<file path="src/hw/rtl/xsag_pkg.sv">
`default_nettype none

package xsag_pkg;

    localparam int unsigned WORD_W            = 64;
    localparam int unsigned LEN_W             = 7;
    localparam int unsigned BYTE_W            = 8;
    localparam int unsigned BYTES_PER_WORD    = WORD_W / BYTE_W;
    localparam int unsigned BYTE_IDX_W        = $clog2(BYTES_PER_WORD);
    localparam int unsigned CFG_INDEX_W       = 2;
    localparam int unsigned MAX_STRING_LENGTH = 64;

    localparam int unsigned SHIFT_A_LEFT  = 23;
    localparam int unsigned SHIFT_S_RIGHT = 17;
    localparam int unsigned SHIFT_B_RIGHT = 26;

    localparam logic [CFG_INDEX_W-1:0] CFG_SEED_A = 2'd0;
    localparam logic [CFG_INDEX_W-1:0] CFG_SEED_B = 2'd1;

    localparam logic OP_WORD   = 1'b0;
    localparam logic OP_STRING = 1'b1;

    typedef enum logic [1:0] {
        ST_IDLE,
        ST_ADV,
        ST_SCAN,
        ST_STUCK
    } state_t;

    // True for an ASCII digit or an upper or lower case letter.
    function automatic logic is_alnum(input logic [BYTE_W-1:0] c);
        logic digit;
        logic upper;
        logic lower;
        digit = (c >= 8'h30) && (c <= 8'h39);
        upper = (c >= 8'h41) && (c <= 8'h5A);
        lower = (c >= 8'h61) && (c <= 8'h7A);
        return digit || upper || lower;
    endfunction

endpackage

`default_nettype wire

</file>
<file path="src/hw/rtl/xsag_req_if.sv">
`default_nettype none

interface xsag_req_if;
    logic                       valid;
    logic                       ready;
    logic                       opcode;
    logic [xsag_pkg::LEN_W-1:0] length;

    modport source (output valid, output opcode, output length, input ready);
    modport sink   (input valid, input opcode, input length, output ready);
endinterface

`default_nettype wire

</file>
<file path="src/hw/rtl/xsag_res_if.sv">
`default_nettype none

interface xsag_res_if;
    logic                        valid;
    logic                        ready;
    logic [xsag_pkg::WORD_W-1:0] value;
    logic                        last;
    logic                        stuck_error;

    modport source (output valid, output value, output last, output stuck_error,
                    input ready);
    modport sink   (input valid, input value, input last, input stuck_error,
                    output ready);
endinterface

`default_nettype wire

</file>
<file path="src/hw/rtl/xorshift128plus_alnum_generator_top.sv">
`default_nettype none

// xorshift128+ generator with an alphanumeric string mode. A write to either
// seed register loads both generator words from both seed registers. A request
// with opcode 0 advances the generator once and returns the 64-bit sum as a
// single result marked last; the advance step waits, if need be, for the
// result register to drain. A request with opcode 1 and a length N
// (saturated to 64) returns N ASCII letters or digits, one per result in the
// low byte of value, the final one marked last. Each generated word takes an
// advance step and then a scan of its bytes from the low end, one at a
// time through a single byte shifter and classifier; a letter or digit waits
// there for the output register, so the time that a string takes is data
// dependent. A zero length returns nothing; an all-zero generator state in
// string mode returns one result with stuck_error set and leaves the state
// alone. New requests are taken only while the sequencer is idle, but a
// finished result may still be waiting in the output register at that time.

module xorshift128plus_alnum_generator_top (
    input  wire                                   clk,
    input  wire                                   rst_n,
    input  wire                                   cfg_we,
    input  wire  [xsag_pkg::CFG_INDEX_W-1:0]      cfg_index,
    input  wire  [xsag_pkg::WORD_W-1:0]           cfg_wdata,
    xsag_req_if.sink                              req,
    xsag_res_if.source                            res
);

    xsag_pkg::state_t state_reg, state_next;

    logic [xsag_pkg::WORD_W-1:0]     seed_a_reg, seed_a_next;
    logic [xsag_pkg::WORD_W-1:0]     seed_b_reg, seed_b_next;
    logic [xsag_pkg::WORD_W-1:0]     gen_a_reg, gen_a_next;
    logic [xsag_pkg::WORD_W-1:0]     gen_b_reg, gen_b_next;
    logic [xsag_pkg::WORD_W-1:0]     word_reg, word_next;
    logic [xsag_pkg::BYTE_IDX_W-1:0] idx_reg, idx_next;
    logic [xsag_pkg::LEN_W-1:0]      want_reg, want_next;
    logic [xsag_pkg::LEN_W-1:0]      count_reg, count_next;
    logic                            mode_reg, mode_next;

    logic                            out_valid_reg, out_valid_next;
    logic [xsag_pkg::WORD_W-1:0]     out_value_reg, out_value_next;
    logic                            out_last_reg, out_last_next;
    logic                            out_stuck_reg, out_stuck_next;

    logic                            req_acc;
    logic                            out_free;
    logic                            gen_zero;
    logic [xsag_pkg::WORD_W-1:0]     s1;
    logic [xsag_pkg::WORD_W-1:0]     adv_b;
    logic [xsag_pkg::WORD_W-1:0]     adv_sum;
    logic [xsag_pkg::BYTE_W-1:0]     cur_byte;
    logic                            cur_alnum;
    logic [xsag_pkg::LEN_W-1:0]      count_inc;
    logic                            is_final;
    logic [xsag_pkg::LEN_W-1:0]      length_sat;

    assign req.ready   = (state_reg == xsag_pkg::ST_IDLE);
    assign req_acc     = req.valid && req.ready;
    assign res.valid   = out_valid_reg;
    assign res.value   = out_value_reg;
    assign res.last    = out_last_reg;
    assign res.stuck_error = out_stuck_reg;

    // The output register can take a new result when empty or being drained.
    assign out_free = !out_valid_reg || res.ready;
    assign gen_zero = (gen_a_reg == '0) && (gen_b_reg == '0);

    // One advance of the generator: shifts and XORs, then the single wide add.
    assign s1      = gen_a_reg ^ (gen_a_reg << xsag_pkg::SHIFT_A_LEFT);
    assign adv_b   = s1 ^ gen_b_reg ^ (s1 >> xsag_pkg::SHIFT_S_RIGHT)
                     ^ (gen_b_reg >> xsag_pkg::SHIFT_B_RIGHT);
    assign adv_sum = adv_b + gen_b_reg;

    // The scan word shifts down a byte per cycle when not stalled, so the low byte is current.
    assign cur_byte  = word_reg[xsag_pkg::BYTE_W-1:0];
    assign cur_alnum = xsag_pkg::is_alnum(cur_byte);
    assign count_inc = count_reg + 1'b1;
    assign is_final  = (count_inc == want_reg);

    assign length_sat = (req.length > xsag_pkg::LEN_W'(xsag_pkg::MAX_STRING_LENGTH))
                        ? xsag_pkg::LEN_W'(xsag_pkg::MAX_STRING_LENGTH) : req.length;

    // Next state of the sequencer.
    always_comb
    begin
        state_next = state_reg;
        case (state_reg)
            xsag_pkg::ST_IDLE:
            begin
                if (req_acc)
                begin
                    if (req.opcode == xsag_pkg::OP_WORD)
                        state_next = xsag_pkg::ST_ADV;
                    else if (req.length == '0)
                        state_next = xsag_pkg::ST_IDLE;
                    else if (gen_zero)
                        state_next = xsag_pkg::ST_STUCK;
                    else
                        state_next = xsag_pkg::ST_ADV;
                end
            end
            xsag_pkg::ST_ADV:
            begin
                if (mode_reg == xsag_pkg::OP_WORD)
                begin
                    if (out_free)
                        state_next = xsag_pkg::ST_IDLE;
                end
                else
                begin
                    state_next = xsag_pkg::ST_SCAN;
                end
            end
            xsag_pkg::ST_SCAN:
            begin
                if (cur_alnum && out_free && is_final)
                    state_next = xsag_pkg::ST_IDLE;
                else if ((!cur_alnum || out_free) && (idx_reg == '1))
                    state_next = xsag_pkg::ST_ADV;
            end
            xsag_pkg::ST_STUCK:
            begin
                if (out_free)
                    state_next = xsag_pkg::ST_IDLE;
            end
            default:
            begin
                state_next = xsag_pkg::ST_IDLE;
            end
        endcase
    end

    // Datapath and output register updates for each sequencer step.
    always_comb
    begin
        seed_a_next    = seed_a_reg;
        seed_b_next    = seed_b_reg;
        gen_a_next     = gen_a_reg;
        gen_b_next     = gen_b_reg;
        word_next      = word_reg;
        idx_next       = idx_reg;
        want_next      = want_reg;
        count_next     = count_reg;
        mode_next      = mode_reg;
        out_valid_next = out_valid_reg && !res.ready;
        out_value_next = out_value_reg;
        out_last_next  = out_last_reg;
        out_stuck_next = out_stuck_reg;

        case (state_reg)
            xsag_pkg::ST_IDLE:
            begin
                if (req_acc)
                begin
                    mode_next  = req.opcode;
                    want_next  = length_sat;
                    count_next = '0;
                end
            end
            xsag_pkg::ST_ADV:
            begin
                if (mode_reg == xsag_pkg::OP_WORD)
                begin
                    if (out_free)
                    begin
                        gen_a_next     = gen_b_reg;
                        gen_b_next     = adv_b;
                        out_valid_next = 1'b1;
                        out_value_next = adv_sum;
                        out_last_next  = 1'b1;
                        out_stuck_next = 1'b0;
                    end
                end
                else
                begin
                    gen_a_next = gen_b_reg;
                    gen_b_next = adv_b;
                    word_next  = adv_sum;
                    idx_next   = '0;
                end
            end
            xsag_pkg::ST_SCAN:
            begin
                if (!cur_alnum || out_free)
                begin
                    word_next = word_reg >> xsag_pkg::BYTE_W;
                    idx_next  = idx_reg + 1'b1;
                end
                if (cur_alnum && out_free)
                begin
                    count_next     = count_inc;
                    out_valid_next = 1'b1;
                    out_value_next = xsag_pkg::WORD_W'(cur_byte);
                    out_last_next  = is_final;
                    out_stuck_next = 1'b0;
                end
            end
            xsag_pkg::ST_STUCK:
            begin
                if (out_free)
                begin
                    out_valid_next = 1'b1;
                    out_value_next = '0;
                    out_last_next  = 1'b1;
                    out_stuck_next = 1'b1;
                end
            end
            default:
            begin
            end
        endcase

        // Seed writes must arrive only while idle, which the block does not enforce; either one reloads both words.
        if (cfg_we && ((cfg_index == xsag_pkg::CFG_SEED_A) ||
                       (cfg_index == xsag_pkg::CFG_SEED_B)))
        begin
            if (cfg_index == xsag_pkg::CFG_SEED_A)
                seed_a_next = cfg_wdata;
            else
                seed_b_next = cfg_wdata;
            gen_a_next = (cfg_index == xsag_pkg::CFG_SEED_A) ? cfg_wdata : seed_a_reg;
            gen_b_next = (cfg_index == xsag_pkg::CFG_SEED_B) ? cfg_wdata : seed_b_reg;
        end
    end

    always_ff @(posedge clk or negedge rst_n)
    begin
        if (!rst_n)
        begin
            state_reg     <= xsag_pkg::ST_IDLE;
            seed_a_reg    <= '0;
            seed_b_reg    <= '0;
            gen_a_reg     <= '0;
            gen_b_reg     <= '0;
            out_valid_reg <= 1'b0;
            idx_reg       <= '0;
            count_reg     <= '0;
            want_reg      <= '0;
            mode_reg      <= xsag_pkg::OP_WORD;
        end
        else
        begin
            state_reg     <= state_next;
            seed_a_reg    <= seed_a_next;
            seed_b_reg    <= seed_b_next;
            gen_a_reg     <= gen_a_next;
            gen_b_reg     <= gen_b_next;
            out_valid_reg <= out_valid_next;
            idx_reg       <= idx_next;
            count_reg     <= count_next;
            want_reg      <= want_next;
            mode_reg      <= mode_next;
        end
    end

    always_ff @(posedge clk)
    begin
        word_reg      <= word_next;
        out_value_reg <= out_value_next;
        out_last_reg  <= out_last_next;
        out_stuck_reg <= out_stuck_next;
    end

endmodule

`default_nettype wire

</file>
<file path="src/flat_wrapper.sv">
// flat-port wrapper written by rule: the top's interface ports become plain ports
module xorshift128plus_alnum_generator_top_flat 
  (clk, rst_n, cfg_we, cfg_index, cfg_wdata, req_valid, req_opcode, req_length, req_ready, res_valid, res_value, res_last, res_stuck_error, res_ready);
  xsag_req_if req_i ();
  xsag_res_if res_i ();
  input  wire clk;
  input  wire rst_n;
  input  wire cfg_we;
  input  wire  [xsag_pkg::CFG_INDEX_W-1:0] cfg_index;
  input  wire  [xsag_pkg::WORD_W-1:0] cfg_wdata;
  input wire logic [$bits(req_i.valid)-1:0] req_valid;
  input wire logic [$bits(req_i.opcode)-1:0] req_opcode;
  input wire logic [$bits(req_i.length)-1:0] req_length;
  output wire logic [$bits(req_i.ready)-1:0] req_ready;
  output wire logic [$bits(res_i.valid)-1:0] res_valid;
  output wire logic [$bits(res_i.value)-1:0] res_value;
  output wire logic [$bits(res_i.last)-1:0] res_last;
  output wire logic [$bits(res_i.stuck_error)-1:0] res_stuck_error;
  input wire logic [$bits(res_i.ready)-1:0] res_ready;
  assign req_i.valid = req_valid;
  assign req_i.opcode = req_opcode;
  assign req_i.length = req_length;
  assign req_ready = req_i.ready;
  assign res_valid = res_i.valid;
  assign res_value = res_i.value;
  assign res_last = res_i.last;
  assign res_stuck_error = res_i.stuck_error;
  assign res_i.ready = res_ready;
  xorshift128plus_alnum_generator_top u_core (.clk(clk), .rst_n(rst_n), .cfg_we(cfg_we), .cfg_index(cfg_index), .cfg_wdata(cfg_wdata), .req(req_i), .res(res_i));
endmodule
</file>
<file path="config.mk">
export PLATFORM = sky130hd
export DESIGN_NAME = xorshift128plus_alnum_generator_top_flat
export DESIGN_NICKNAME = d
export VERILOG_FILES = /design/src/hw/rtl/xsag_pkg.sv /design/src/hw/rtl/xsag_req_if.sv /design/src/hw/rtl/xsag_res_if.sv /design/src/hw/rtl/xorshift128plus_alnum_generator_top.sv /design/src/flat_wrapper.sv
export SDC_FILE = /design/constraint.sdc
export NUM_CORES = 1
export LEC_CHECK = 0
export BUFFER_PORTS_ARGS = -buffer_cell sky130_fd_sc_hd__buf_2
export CORE_AREA = 2 2 220 222
export DETAILED_ROUTE_END_ITERATION = 12
export DIE_AREA = 0 0 222 224
export PLACE_DENSITY = 0.71
export SKIP_LAST_GASP = 1
export SYNTH_ARGS = -nofsm -noshare
export SYNTH_HDL_FRONTEND = slang
export SYNTH_SLANG_ARGS = --single-unit
</file>
<file path="constraint.sdc">
create_clock -name clk -period 5.1 [get_ports clk]
set_clock_uncertainty 0.1 [all_clocks]
set_input_delay 0.255 -clock clk [delete_from_list [all_inputs] [get_ports clk]]
set_output_delay 0.255 -clock clk [all_outputs]
set_load 0.01 [all_outputs]
</file>
==> impl_metrics.tcl <==
set metrics [dict create \
    routed_wl_um 79650 \
    worst_path_most_repeated_cell "xnor2_1" \
    cp-end-kind "register" \
    syn2layout_area_growth_pct 15.69 \
    worstReg2RegEnd "u_core.word_reg[58]" \
    multi_input_area_mm2 0.01230 \
    groute.usage.overall_pct 31.63 \
    antenna_found_initial 0 \
    drt_iter0_markers 2150 \
    wire_per_inst_um 24.66 \
    yosysWarnings 0 \
    place.port_buffers 146 \
    crit_path_cell_trace "xnor2_1, xnor2_1, xnor2_1, ha_1, a21oi_1, o21ai_1, a21o_1, a211oi_1, o21ai_1, or3b_4, a21oi_2, o211ai_2, xnor2_1, nor2_1" \
    clock-sinks 407 \
    cts_setup_buffers 0 \
    timing.final.ws_setup_ns 0.3391 \
    grt.overflow.total 0 \
    hpwl_um 58720 \
    slowest_stage "xnor2_1" \
    rsz0062_at_grt "false" \
    period_share_pct 93.35 \
    fmax_mhz 210.0 \
    cts.repair.resized 0 \
    fill_cells 4048 \
    hold_start "res_ready" \
    clock_latency_ns 0.60 \
    cp.required_ns 5.31 \
    slew_viol_final 0 \
    dp_slack_ns 0.5138 \
    yosysSeqAreaShare_pct 45.46 \
    clkTransAtPathRegs_ns 0.06 \
    reg2regPathDepth 14 \
    worstSetupPathType "register to register" \
    cts_buffer_depth 3 \
    regArea_mm2 0.01084 \
    period_minus_slack_ns 4.761 \
    cts_buffers 46 \
    die_area_mm2 0.04973 \
    path_max_fanout 5 \
    critPathLaunch "u_core.gen_a_reg[8]" \
    io_pins 147 \
    dr.pass1.iters 6 \
    timing.max_cap.violations 0 \
    grt_pass1_vias 18930 \
    num_vias 19660 \
    r2r_slack_ns 0.34 \
    syn_inst 2404 \
    relSlewSlack_pct 19.87 \
    setup-tns-final_ns 0 \
    die_w_um 222 \
    critPathArrivalTime_ns 4.97 \
    syn_nets 2559 \
    holdPathEnd "u_core.res.valid" \
    ys_seq_elements 407 \
    ys_types 75 \
    worst_path_largest_cell_delay_ns 0.66 \
    hold_viol 0 \
    drc 0 \
    rows 80 \
    async_reset_ff_share_pct 68.06 \
    synth_edf_count 130 \
    die_y_um 224 \
    grt_pass1_wl_um 118700 \
    avgSynthCellArea_um2 9.915 \
    min_path_type "primary input to register" \
    tightest_slew_ns 1.197 \
    cts-root-buf "clkbuf_16" \
    r2r_start "u_core.gen_a_reg[8]" \
    drive_above_1_share_pct 17.21 \
    cts_tree "built" \
    viasPerCell 6.085 \
    fin_nets 2736 \
    grt_max_degree 133 \
    startpoint_type "register" \
    netlist_area_mm2 0.02384 \
    core_region_area_mm2 0.04735 \
    setup_viol 0 \
    status "finished clean" \
    start_util_pct 50.34 \
    place.gp.congestion 1.039 \
    htreeDepth 2 \
    synth-main-ff-cell "dfrtp_1" \
    worstHoldPathCells 4 \
    antenna_cells 0 \
    ant_nets 0 \
]
[stage by stage]
stage	std cells	instance area (um2)	hold slack, ns	utilization (%)
floorplan	2404	23840	-0.1406	-
global placement	3069	25250	0.3005	53.33
detailed placement	3069	25250	0.3175	53.33
CTS	3230	27580	0.05508	58.24
global route	3230	27580	0.09626	58.24
finish	3230	27580	0.07882	58.24
[area by class of cell]
| cell class | count | area share [%] |
|---|---|---|
| well taps | 615 | 2.791 |
| clock inverters | 20 | 0.8440 |
| repair buffers | 279 | 7.228 |
| clock buffers | 62 | 4.719 |
| multi-input cells | 1809 | 44.61 |
| inverters | 38 | 0.5173 |
| flip-flops and latches | 407 | 39.29 |
[cells in the final DEF, fill, tap and decap left out, types with 21 or more instances in the layout]
master / n
nand2_1: 336
dfrtp_1: 277
xnor2_1: 193
nor2_1: 153
buf_2: 144
mux2_2: 139
o21ai_0: 131
edfxtp_1: 130
a31oi_1: 101
a211oi_1: 97
nor2b_1: 96
dlygate4sd3_1: 79
ha_1: 74
a21oi_1: 70
xor2_1: 67
mux2i_1: 53
buf_4: 50
clkbuf_16: 46
nor4_1: 39
inv_1: 38
a21o_1: 30
o21ai_1: 22
nand3_1: 21
[synthesized netlist by cell type (71+ instances only)]
library cell / number / area share [%]
a211oi_1: 97 / 3.1
a21oi_1: 71 / 1.5
a31oi_1: 102 / 2.7
clkbuf_1: 121 / 1.9
dfrtp_1: 277 / 29
edfxtp_1: 130 / 16
ha_1: 75 / 3.9
mux2_2: 139 / 6.6
nand2_1: 337 / 5.3
nor2_1: 154 / 2.4
nor2b_1: 98 / 2.6
o21ai_0: 132 / 2.8
xnor2_1: 193 / 7.1
[per-layer routing]
metal / wire length, um / vias to the layer above / part of all wire, % / global-route usage, %
li1: - / 8923 / - / -
met1: 34350 / 9601 / 43 / 44.39
met2: 35330 / 921 / 44 / 48.63
met3: 6040 / 211 / 7.6 / 4.722
met4: 3924 / 0 / 4.9 / 14.49
met5: 0 / - / 0 / 0
[how the worst max path moves through the flow]
stage,to,cells after the start
CTS,u_core.word_reg[54],14
global placement,u_core.word_reg[54],14
floorplan,u_core.res.stuck_error,8
finish,u_core.word_reg[58],14
detailed placement,u_core.word_reg[54],14
global route,u_core.word_reg[54],14
[logic make-up after synthesis]
family / share of synthesized area, %
muxes: 8.793
AOI/OAI and AO/OA: 14.34
xor gates and xnor gates: 9.874
and+or+nand+nor: 14.25
adders and majority gates: 4.021
buffers and inverters: 3.260
DFF: 45.46
[worst max-delay path: cells and delay by family, from the launching register on]
| family | cells | cell delay (ns) |
|---|---|---|
| AOI/OAI and AO/OA | 7 | 1.34 |
| DFF | 1 | 0.51 |
| and+or+nand+nor | 2 | 0.51 |
| xor gates and xnor gates | 4 | 1.63 |
| adders and majority gates | 1 | 0.38 |
[timing repair]
action / CTS / global route
hold buffers: 79 / 0
endpoints found under the setup margin: 0 / 0
hold endpoints to repair: 306 / 0
Power is not shown: default switching activity piles up to over one toggle a cycle in this logic, so the estimate is an artifact.
